**config.mk**
```make
export PLATFORM = sky130hd
export DESIGN_NAME = utf8_stream_decoder
export DESIGN_NICKNAME = d
export VERILOG_FILES = /design/src/hw/rtl/u8d_pkg.sv /design/src/hw/rtl/u8d_front.sv /design/src/hw/rtl/u8d_queue.sv /design/src/hw/rtl/u8d_back.sv /design/src/hw/rtl/utf8_stream_decoder.sv
export SDC_FILE = /design/constraint.sdc
export NUM_CORES = 1
export LEC_CHECK = 0
export BUFFER_PORTS_ARGS = -buffer_cell sky130_fd_sc_hd__buf_2
export CORE_ASPECT_RATIO = 1.1
export CORE_MARGIN = 2
export CORE_UTILIZATION = 60
export CTS_BUF_LIST = sky130_fd_sc_hd__clkbuf_16
export DETAILED_ROUTE_END_ITERATION = 10
export MAX_ROUTING_LAYER = met4
export PLACE_DENSITY = 0.89
export SLEW_MARGIN = 20
export SYNTH_ARGS = -nofsm -noshare
export SYNTH_HDL_FRONTEND = slang
export SYNTH_SLANG_ARGS = --single-unit
```
**constraint.sdc**
```tcl
create_clock -name clk -period 2.92 [get_ports clk]
set_input_delay 0.584 -clock clk [delete_from_list [all_inputs] [get_ports clk]]
set_output_delay 0.584 -clock clk [all_outputs]
set_load 0.05 [all_outputs]
```
**src/hw/rtl/u8d_pkg.sv**
```systemverilog
`default_nettype none

package u8d_pkg;

	localparam int unsigned QDepth = 4;
	localparam int unsigned QAw    = $clog2(QDepth);

	typedef struct packed {
		logic [7:0] data_byte;
		logic       end_of_text;
	} in_word_t;

	typedef struct packed {
		logic [20:0] code_point;
		logic        is_error;
		logic        last_of_run;
		logic        text_done;
	} out_word_t;

	// One queued job: err_cnt error words, then one closing word.
	typedef struct packed {
		logic [1:0]  err_cnt;
		logic [20:0] tail_cp;
		logic        tail_err;
		logic        eot;
	} job_t;

	typedef struct packed {
		logic full;
		logic empty;
	} q_stat_t;

endpackage

`default_nettype wire

```
**src/hw/rtl/u8d_front.sv**
```systemverilog
`default_nettype none

module u8d_front (
	input  wire logic             clk,
	input  wire logic             arst_n,
	input  wire logic             take,
	input  wire u8d_pkg::in_word_t word,
	output logic                  job_valid,
	output u8d_pkg::job_t         job
);
	import u8d_pkg::*;

	logic [1:0]  rem_q;
	logic [1:0]  taken_q;
	logic [20:0] acc_q;

	logic [1:0]  rem_d;
	logic [1:0]  taken_d;
	logic [20:0] acc_d;

	logic [7:0]  b;
	logic        eot;
	logic        is_cont;
	logic        ascii;
	logic        l2;
	logic        l3;
	logic        l4;
	logic        seq_lead;
	logic        lead_res;
	logic [20:0] lead_cp;
	logic [1:0]  lead_rem;
	logic [20:0] lead_acc;
	logic [20:0] cont_acc;
	logic [1:0]  cont_taken;
	logic [1:0]  cont_rem;

	always_comb begin
		b        = word.data_byte;
		eot      = word.end_of_text;
		is_cont  = (b[7:6] == 2'b10);
		ascii    = ~b[7];
		l2       = (b[7:5] == 3'b110);
		l3       = (b[7:4] == 4'b1110);
		l4       = (b[7:3] == 5'b11110);
		seq_lead = l2 | l3 | l4;
		lead_res = ~seq_lead | eot;
		lead_cp  = ascii ? {13'd0, b} : 21'd0;
		if (l2) begin
			lead_rem = 2'd1;
			lead_acc = {16'd0, b[4:0]};
		end else if (l3) begin
			lead_rem = 2'd2;
			lead_acc = {17'd0, b[3:0]};
		end else begin
			lead_rem = 2'd3;
			lead_acc = {18'd0, b[2:0]};
		end
		cont_acc   = {acc_q[14:0], b[5:0]};
		cont_taken = taken_q + 2'd1;
		cont_rem   = rem_q - 2'd1;

		rem_d         = rem_q;
		taken_d       = taken_q;
		acc_d         = acc_q;
		job_valid     = 1'b0;
		job.err_cnt   = 2'd0;
		job.tail_cp   = 21'd0;
		job.tail_err  = 1'b1;
		job.eot       = eot;

		if (rem_q != 2'd0 && is_cont) begin
			if (cont_rem == 2'd0) begin
				job_valid    = 1'b1;
				job.tail_cp  = cont_acc;
				job.tail_err = 1'b0;
				rem_d        = 2'd0;
				taken_d      = 2'd0;
				acc_d        = 21'd0;
			end else if (eot) begin
				job_valid   = 1'b1;
				job.err_cnt = cont_taken - 2'd1;
				rem_d       = 2'd0;
				taken_d     = 2'd0;
				acc_d       = 21'd0;
			end else begin
				rem_d   = cont_rem;
				taken_d = cont_taken;
				acc_d   = cont_acc;
			end
		end else begin
			if (rem_q != 2'd0) begin
				job_valid   = 1'b1;
				job.err_cnt = lead_res ? taken_q : taken_q - 2'd1;
			end else begin
				job_valid = lead_res;
			end
			if (lead_res) begin
				job.tail_cp  = lead_cp;
				job.tail_err = ~ascii;
			end
			if (seq_lead && !eot) begin
				rem_d   = lead_rem;
				taken_d = 2'd1;
				acc_d   = lead_acc;
			end else begin
				rem_d   = 2'd0;
				taken_d = 2'd0;
				acc_d   = 21'd0;
			end
		end
	end

	always_ff @(posedge clk or negedge arst_n) begin
		if (!arst_n) begin
			rem_q   <= 2'd0;
			taken_q <= 2'd0;
			acc_q   <= 21'd0;
		end else if (take) begin
			rem_q   <= rem_d;
			taken_q <= taken_d;
			acc_q   <= acc_d;
		end
	end

endmodule

`default_nettype wire

```
**src/hw/rtl/u8d_queue.sv**
```systemverilog
`default_nettype none

module u8d_queue (
	input  wire logic          clk,
	input  wire logic          arst_n,
	input  wire logic          push,
	input  wire u8d_pkg::job_t push_job,
	input  wire logic          pop,
	output u8d_pkg::job_t      head,
	output u8d_pkg::q_stat_t   stat
);
	import u8d_pkg::*;

	job_t           mem_q [QDepth];
	logic [QAw-1:0] wptr_q;
	logic [QAw-1:0] rptr_q;
	logic [QAw:0]   cnt_q;

	always_comb begin
		head       = mem_q[rptr_q];
		stat.full  = (cnt_q == (QAw+1)'(QDepth));
		stat.empty = (cnt_q == '0);
	end

	always_ff @(posedge clk) begin
		if (push) begin
			mem_q[wptr_q] <= push_job;
		end
	end

	always_ff @(posedge clk or negedge arst_n) begin
		if (!arst_n) begin
			wptr_q <= '0;
			rptr_q <= '0;
			cnt_q  <= '0;
		end else begin
			if (push) begin
				wptr_q <= wptr_q + 1'b1;
			end
			if (pop) begin
				rptr_q <= rptr_q + 1'b1;
			end
			if (push && !pop) begin
				cnt_q <= cnt_q + 1'b1;
			end else if (pop && !push) begin
				cnt_q <= cnt_q - 1'b1;
			end
		end
	end

endmodule

`default_nettype wire

```
**src/hw/rtl/u8d_back.sv**
```systemverilog
`default_nettype none

module u8d_back (
	input  wire logic             clk,
	input  wire logic             arst_n,
	input  wire u8d_pkg::job_t    head,
	input  wire logic             head_valid,
	output logic                  pop,
	output logic                  cp_valid,
	input  wire logic             cp_ready,
	output u8d_pkg::out_word_t    cp_word
);
	import u8d_pkg::*;

	logic [1:0] idx_q;
	logic       out_valid_q;
	out_word_t  out_q;

	logic       load;
	logic       is_tail;
	out_word_t  nxt;

	always_comb begin
		load    = head_valid && (!out_valid_q || cp_ready);
		is_tail = (idx_q == head.err_cnt);
		pop     = load && is_tail;
		if (is_tail) begin
			nxt.code_point  = head.tail_cp;
			nxt.is_error    = head.tail_err;
			nxt.last_of_run = 1'b1;
			nxt.text_done   = head.eot;
		end else begin
			nxt.code_point  = 21'd0;
			nxt.is_error    = 1'b1;
			nxt.last_of_run = 1'b0;
			nxt.text_done   = 1'b0;
		end
		cp_valid = out_valid_q;
		cp_word  = out_q;
	end

	always_ff @(posedge clk) begin
		if (load) begin
			out_q <= nxt;
		end
	end

	always_ff @(posedge clk or negedge arst_n) begin
		if (!arst_n) begin
			idx_q       <= 2'd0;
			out_valid_q <= 1'b0;
		end else begin
			if (load) begin
				idx_q       <= is_tail ? 2'd0 : idx_q + 2'd1;
				out_valid_q <= 1'b1;
			end else if (cp_ready) begin
				out_valid_q <= 1'b0;
			end
		end
	end

endmodule

`default_nettype wire

```
**src/hw/rtl/utf8_stream_decoder.sv**
```systemverilog
// A byte that yields results writes its job into the queue; the back end then loads its
// first word into the output register. Throughput: one byte per cycle unless the queue
// is full, and one word per cycle out while cp_ready holds; a four-entry queue sits between.
// Reset: arst_n clears the pending sequence, the queue and the output register at once.
`default_nettype none

module utf8_stream_decoder (
	input  wire logic               clk,
	input  wire logic               arst_n,
	input  wire logic               src_valid,
	output logic                    src_ready,
	input  wire u8d_pkg::in_word_t  src_word,
	output logic                    cp_valid,
	input  wire logic               cp_ready,
	output u8d_pkg::out_word_t      cp_word
);
	import u8d_pkg::*;

	logic    take;
	logic    job_valid;
	job_t    job;
	logic    push;
	logic    pop;
	job_t    head;
	q_stat_t stat;

	assign src_ready = !stat.full;
	assign take      = src_valid && src_ready;
	assign push      = take && job_valid;

	u8d_front u_front (
		.clk       (clk),
		.arst_n    (arst_n),
		.take      (take),
		.word      (src_word),
		.job_valid (job_valid),
		.job       (job)
	);

	u8d_queue u_queue (
		.clk      (clk),
		.arst_n   (arst_n),
		.push     (push),
		.push_job (job),
		.pop      (pop),
		.head     (head),
		.stat     (stat)
	);

	u8d_back u_back (
		.clk        (clk),
		.arst_n     (arst_n),
		.head       (head),
		.head_valid (!stat.empty),
		.pop        (pop),
		.cp_valid   (cp_valid),
		.cp_ready   (cp_ready),
		.cp_word    (cp_word)
	);

	a_err_zero: assert property (@(posedge clk) disable iff (!arst_n)
		cp_valid && cp_word.is_error |-> cp_word.code_point == 21'd0)
		else $error("error word carries a nonzero code point");

	a_done_last: assert property (@(posedge clk) disable iff (!arst_n)
		cp_valid && cp_word.text_done |-> cp_word.last_of_run)
		else $error("end of text flagged on a word that does not close its byte");

	a_q_sane: assert property (@(posedge clk) disable iff (!arst_n)
		!(stat.full && stat.empty))
		else $error("queue reports full and empty together");

	a_no_overrun: assert property (@(posedge clk) disable iff (!arst_n)
		push |-> !stat.full)
		else $error("job pushed into a full queue");

endmodule

`default_nettype wire
```
[Word-level counts from Yosys, hierarchy flattened]
Memory sizes are Yosys's and may differ from the RTL's.
Cells that the tools add are included.
Cells by class
  $add $sub $neg: 9
  eq/ne operators: 6
  multiplexer cells: 36
  bitwise operators: 4
  reduce and logical (&&, ||, !) cells: 20
Operator list (number)
  15-bit 2-to-1 mux: 4
  22-bit 2-to-1 mux: 2
  2-bit 2-to-1 mux: 14
  24-bit 2-to-1 mux: 1
  1-bit 2-to-1 mux: 10
  2-bit by 1-bit adder with 2-bit output, second input constant: 4
  1-bit logical AND: 8
  7-bit 2-to-1 mux: 1
  3-bit == test, second input constant: 2
  1-bit zero test: 6
  3-bit 2-to-1 mux: 2
  2-bit nonzero test: 3
  2-bit by 1-bit subtractor with 2-bit output, second input constant: 3
  5-bit == test, second input constant: 1
  5-bit 2-to-1 mux: 1
  4-bit == test, second input constant: 1
  4-bit 2-to-1 mux: 1
  3-bit by 1-bit adder with 3-bit output, second input constant: 1
  3-bit zero test: 1
  1-bit bitwise OR: 3
  3-bit by 1-bit subtractor with 3-bit output, second input constant: 1
  2-bit == test: 1
  2-bit == test, second input constant: 1
  2-bit zero test: 1
  other kinds (2): 2
Word-level totals
  bits in registers: 53
  memory bits (writable): 100
  output and inout bits: 26
  word-level logic and storage cells: 88
  memories kept: 1
Memory list
  u_queue.mem_q: words 4, width 25, read ports 1, clocked after Yosys merged registers in 0, wr ports 1, line u8d_queue.sv:14  | job_t mem_q [QDepth];

[Depth between registers and ports, before layout]
  word-level depth: 12
  gate-level depth with buffers: 11

[Modules after synthesis]
Synthesis repeated with hierarchy kept, for this count alone.
Second synthesis, totals
  cell total of the unflattened synthesis: 380
  area total of the unflattened synthesis: 6383.6 µm²
By module, submodules not included
  u8d_queue: instances 1, cells each 165, area each 4048.9 µm², sequential area each 3178.0 µm²
  u8d_front: instances 1, cells each 143, area each 1188.6 µm², sequential area each 475.5 µm²
  u8d_back: instances 1, cells each 68, area each 1123.6 µm², sequential area each 795.8 µm²
  utf8_stream_decoder: instances 1, cells each 4, area each 22.5 µm², sequential area each 0.0 µm²

[Least setup slack after synthesis]
OpenSTA, ideal clock, no wires.
  kind: register -> register
  from: register u_queue.cnt_q[2]
  to: register u_queue.cnt_q[2]
  arrival time: 2.569 ns
  data required time: 2.841 ns
  slack: 0.271 ns
  stages on the path, launching flop included: 10
  period minus slack after synthesis: 2.649 ns
  path through: dfrtp_1 > or3b_1 > nand2_1 > a211oi_2 > ha_1 > inv_1 > fa_1 > xor2_1 > nor2_1 > xor2_1
On the way
  longest elaborated chain between the ends: 7
  elaborated cells on any way between the ends: 17
  those cells by class: 2 x add/sub; 1 x eq/ne; 2 x mux; 12 x reduce/logical
Ends and longest elaborated chain
  start, declared: line u8d_queue.sv:17  | logic [QAw:0] cnt_q;
  start signal, assigned: line u8d_queue.sv:44  | cnt_q <= cnt_q + 1'b1;
  start signal, assigned: line u8d_queue.sv:46  | cnt_q <= cnt_q - 1'b1;
  3-bit == test (*): line u8d_queue.sv:21  | stat.full = (cnt_q == (QAw+1)'(QDepth));
  1-bit zero test (*): line utf8_stream_decoder.sv:27  | assign src_ready = !stat.full;
  net src_ready: line utf8_stream_decoder.sv:11  | output logic src_ready,
  1-bit logical AND (*): line utf8_stream_decoder.sv:28  | assign take = src_valid && src_ready;
  1-bit logical AND (*): line utf8_stream_decoder.sv:29  | assign push = take && job_valid;
  net push: line utf8_stream_decoder.sv:22  | logic push;
  1-bit zero test: line u8d_queue.sv:45  | end else if (pop && !push) begin
  1-bit logical AND: line u8d_queue.sv:45
  2-bit nonzero test (no source line)
Mark *: on every way through the listed nets, which the timed path passes. The rest lies on a longest branch. The select of a mux whose other input is x is not followed.
A chain may end at the register's enable or synchronous reset.

[Worst setup path in the final report]
  from: register u_queue.rptr_q[0]
  to: register u_queue.cnt_q[2]
On the way
  longest elaborated chain between the ends: 6
  elaborated cells on any way between the ends: 8
  those cells by class: 1 x eq/ne; 1 x mux; 5 x reduce/logical; 1 x memory
Ends and longest elaborated chain
  start, declared: line u8d_queue.sv:16  | logic [QAw-1:0] rptr_q;
  start signal, assigned: line u8d_queue.sv:41  | rptr_q <= rptr_q + 1'b1;
  memory 4 x 25 bit (*)
  2-bit == test (*): line u8d_back.sv:25  | is_tail = (idx_q == head.err_cnt);
  1-bit logical AND (*): line u8d_back.sv:26  | pop = load && is_tail;
  1-bit zero test: line u8d_queue.sv:43  | if (push && !pop) begin
  1-bit logical AND: line u8d_queue.sv:43
  3-bit 2-to-1 mux or 2-bit nonzero test (tied branches)
Every way passes the cells marked *; elsewhere a longest branch is shown, timed or not.

==> metrics.csv <==
stage,metric,value,unit
timing,worst_slew_pin_slew,0.6839,ns
cells_and_area,n_fill_cell,617,
routing,dr.pass1.iters,6,
logic_synthesis,synth_seq_cells,153,
routing,via_per_inst,6.207,
routing,drt_first_iter_violations,337,
routing,vias,3445,
clock_tree,clk_path_buf_depth,2,
clock_tree,htreeDepth,4,
clock_tree,post_cts_resized,0,
timing,drv_slew,0,
timing,relSlewSlack,0.5441,
logic_synthesis,syn_avg_cell_area,17.20,um^2
critical_path,cp.required,3.27,ns
cells_and_area,layout_commonest_cell,edfxtp_1,
pwr,vdd_drop_max,0.8177,mV
timing,setup_tns,0,ns
timing,skew,0.008166,ns
pwr,p_leak,2.834,nW
routing,drcViolationCount,0,
critical_path,r2r_cells,9,
clock_tree,clock_latency,0.42,ns
global_routing,grt_pass1_vias,3511,
logic_synthesis,syn_inst,363,
placement,pre_cts_slack,0.3527,ns
critical_path,rrSetupSlack,0.38,ns
floorplanning,die_h,111,um
placement,dp.cells,523,
cells_and_area,mostFrequentLayoutCells,"edfxtp_1, buf_2, dfrtp_1, nand2_1, and2_1",
outcome,status,finished clean,
placement,gp_congestion,0.9258,
timing,rsz0062_at_grt,false,
critical_path,r2r-start,u_queue.rptr_q[0],
cells_and_area,final_core_util,0.7078,
pwr,power_density,1159,mW/mm^2
logic_synthesis,ys_warn_count,0,
critical_path,worstSetupEndpointType,flop,
cells_and_area,fin_nets,440,
timing,period_minus_slack,2.542,ns
logic_synthesis,yosysSeqAreaShare,0.7125,
global_routing,grt_antenna_before_repair,0,
timing,finalHoldViolCount,0,
clock_tree,hold_buffers,0,
timing,whs,0.1990,ns
critical_path,worstSetupPathType,reg2reg,
logic_synthesis,synth_nets,384,
hold_path,worst_hold_path_type,in2async,
floorplanning,start_util,0.6094,
floorplanning,std_cell_rows,39,
timing,finalSetupViolCount,0,
critical_path,r2r-end,u_queue.cnt_q[2],
floorplanning,io_pins,39,
cells_and_area,n_antenna_cell,0,
job,cap_violations,0,
timing,setup_slack,0.3782,ns
placement,numPortBuffers,38,
cells_and_area,synthToLayoutAreaGrowth,16.15,%
global_routing,grt_max_degree,30,
global_routing,gr-usage-all-layers,0.2477,
logic_synthesis,synth_area,0.006245,mm^2
floorplanning,coreArea,0.01025,mm^2
timing,fmax,393.4,MHz
critical_path,critPathMaxFanout,4,
critical_path,cp-start-kind,flop,
floorplanning,dieArea,0.01124,mm^2
routing,wire_per_inst,22.08,um
global_routing,grt_pass1_wl,19.29,mm
clock_tree,numClockSinks,153,
clock_tree,cts_buffers,17,
routing,drtAntennaViolNets,0,
critical_path,critical_path_arrival,2.89,ns
logic_synthesis,synth_cell_type_count,49,
clock_tree,cts_tree,built,
global_routing,overflow,0,
floorplanning,die_w,101.3,um
placement,dpl.hpwl,7.057,mm
cells_and_area,multi_input_area,0.001660,mm^2
cells_and_area,drive_gt1_frac,0.2662,
cells_and_area,layout.area.seq,0.004449,mm^2
clock_tree,path_clk_slew,0.06,ns
cells_and_area,finalNonFillerCells,555,
routing,drt_wl_total,12.25,mm
timing,layout_worst_path_cycle_share,0.8705,
clock_tree,post_cts_buffers,0,
clock_tree,root_buffer,clkbuf_16,
[cell usage after synthesis, drive strengths merged]
library cell | instances | share of area
edfxtp | 124 | 0.60
dfrtp | 29 | 0.12
nand2 | 27 | 0.016
and2 | 26 | 0.026
mux4 | 25 | 0.093
and3 | 23 | 0.023
nand3 | 12 | 0.010
buf | 10 | 0.012
inv | 10 | 0.0060
o21ai | 8 | 0.0064
a21oi | 7 | 0.0062
ha | 7 | 0.014
clkbuf | 6 | 0.0036
nor3 | 6 | 0.0066
xnor2 | 6 | 0.014
a22o | 4 | 0.0056
nand2b | 4 | 0.0040
nor2 | 4 | 0.0024
a211oi | 3 | 0.0044
mux2 | 2 | 0.0036
or3 | 2 | 0.0028
or3b | 2 | 0.0032
xor2 | 2 | 0.0028
a211o | 1 | 0.0014
a21boi | 1 | 0.0018
clkinv | 1 | 0.00060
fa | 1 | 0.0032
mux2i | 1 | 0.0016
nand4 | 1 | 0.0020
nand4b | 1 | 0.0014
nor2b | 1 | 0.0010
nor3b | 1 | 0.0012
o2111ai | 1 | 0.0014
o211ai | 1 | 0.0012
o221ai | 1 | 0.0014
or4 | 1 | 0.0012
or4b | 1 | 0.0016
[per-layer routing]
metal / part of all wire / track usage
met1: 0.39 / 0.3068
met2: 0.52 / 0.3828
met3: 0.067 / 0.05801
met4: 0.027 / 0.1279
met5: 0 / -
[critical path: stages, from the launching register on]
cell and delay [ns]:
dfrtp_1 0.45, mux4_2 0.62, xnor2_4 0.17, nand3_2 0.10
ha_1 0.18, inv_1 0.07, fa_1 0.43, xor2_1 0.18
nor2_1 0.13, xor2_1 0.15
[cell families (layout without fill, tap and decap cells)]
group | count (synthesis) | after routing | synth area share
xor+xnor | 8 | 8 | 0.01723
simple gates | 112 | 112 | 0.1034
mux | 28 | 28 | 0.09778
compound gates | 27 | 27 | 0.02985
buf+inv | 27 | 96 | 0.02204
fa+ha+maj | 8 | 8 | 0.01723
flops | 153 | 153 | 0.7125
[flip-flops by register name, indices dropped and copies added (netlist names)]
name	count
u_front.acc_q	15
u_queue.cnt_q	3
u_back.idx_q	2
u_queue.rptr_q	2
u_back.cp_word	24
u_front.rem_q	2
u_queue.wptr_q	2
u_front.taken_q	2
u_queue.mem_q	100
u_back.cp_valid	1
[layout make-up]
class,count,share of cell area
clock inverter,15,0.02864
sequential,153,0.6134
inverter,11,0.005693
multi-input combinational,183,0.2289
tap,123,0.02122
timing repair buffer,53,0.04347
clock buffer,17,0.05865
[report_power, final]
group	internal [W]	switching, W	total, W
logic	0.00100	0.00183	0.00283
registers	0.00303	0.000220	0.00325
clock network	0.00150	0.000827	0.00233
[worst max path at each step]
stage | startpoint | slack, ns | endpoint
detailed placement | src_word[8] | 0.35 | u_queue.cnt_q[2]
CTS | u_queue.rptr_q[0] | 0.39 | u_queue.cnt_q[2]
floorplan | u_queue.cnt_q[2] | 0.27 | u_queue.cnt_q[2]
global route | u_queue.rptr_q[0] | 0.21 | u_queue.cnt_q[2]
global placement | src_word[8] | 0.41 | u_queue.cnt_q[2]
finish | u_queue.rptr_q[0] | 0.38 | u_queue.cnt_q[2]
[through the flow]
step	instance area, um^2	power [W]
6_report	7253	0.008406
3_3_place_gp	6620	0.005973
5_1_grt	7253	0.008782
4_1_cts	7253	0.008446
3_5_place_dp	6620	0.006108
2_1_floorplan	6245	0.005439
(Power assumes the default switching activity.)
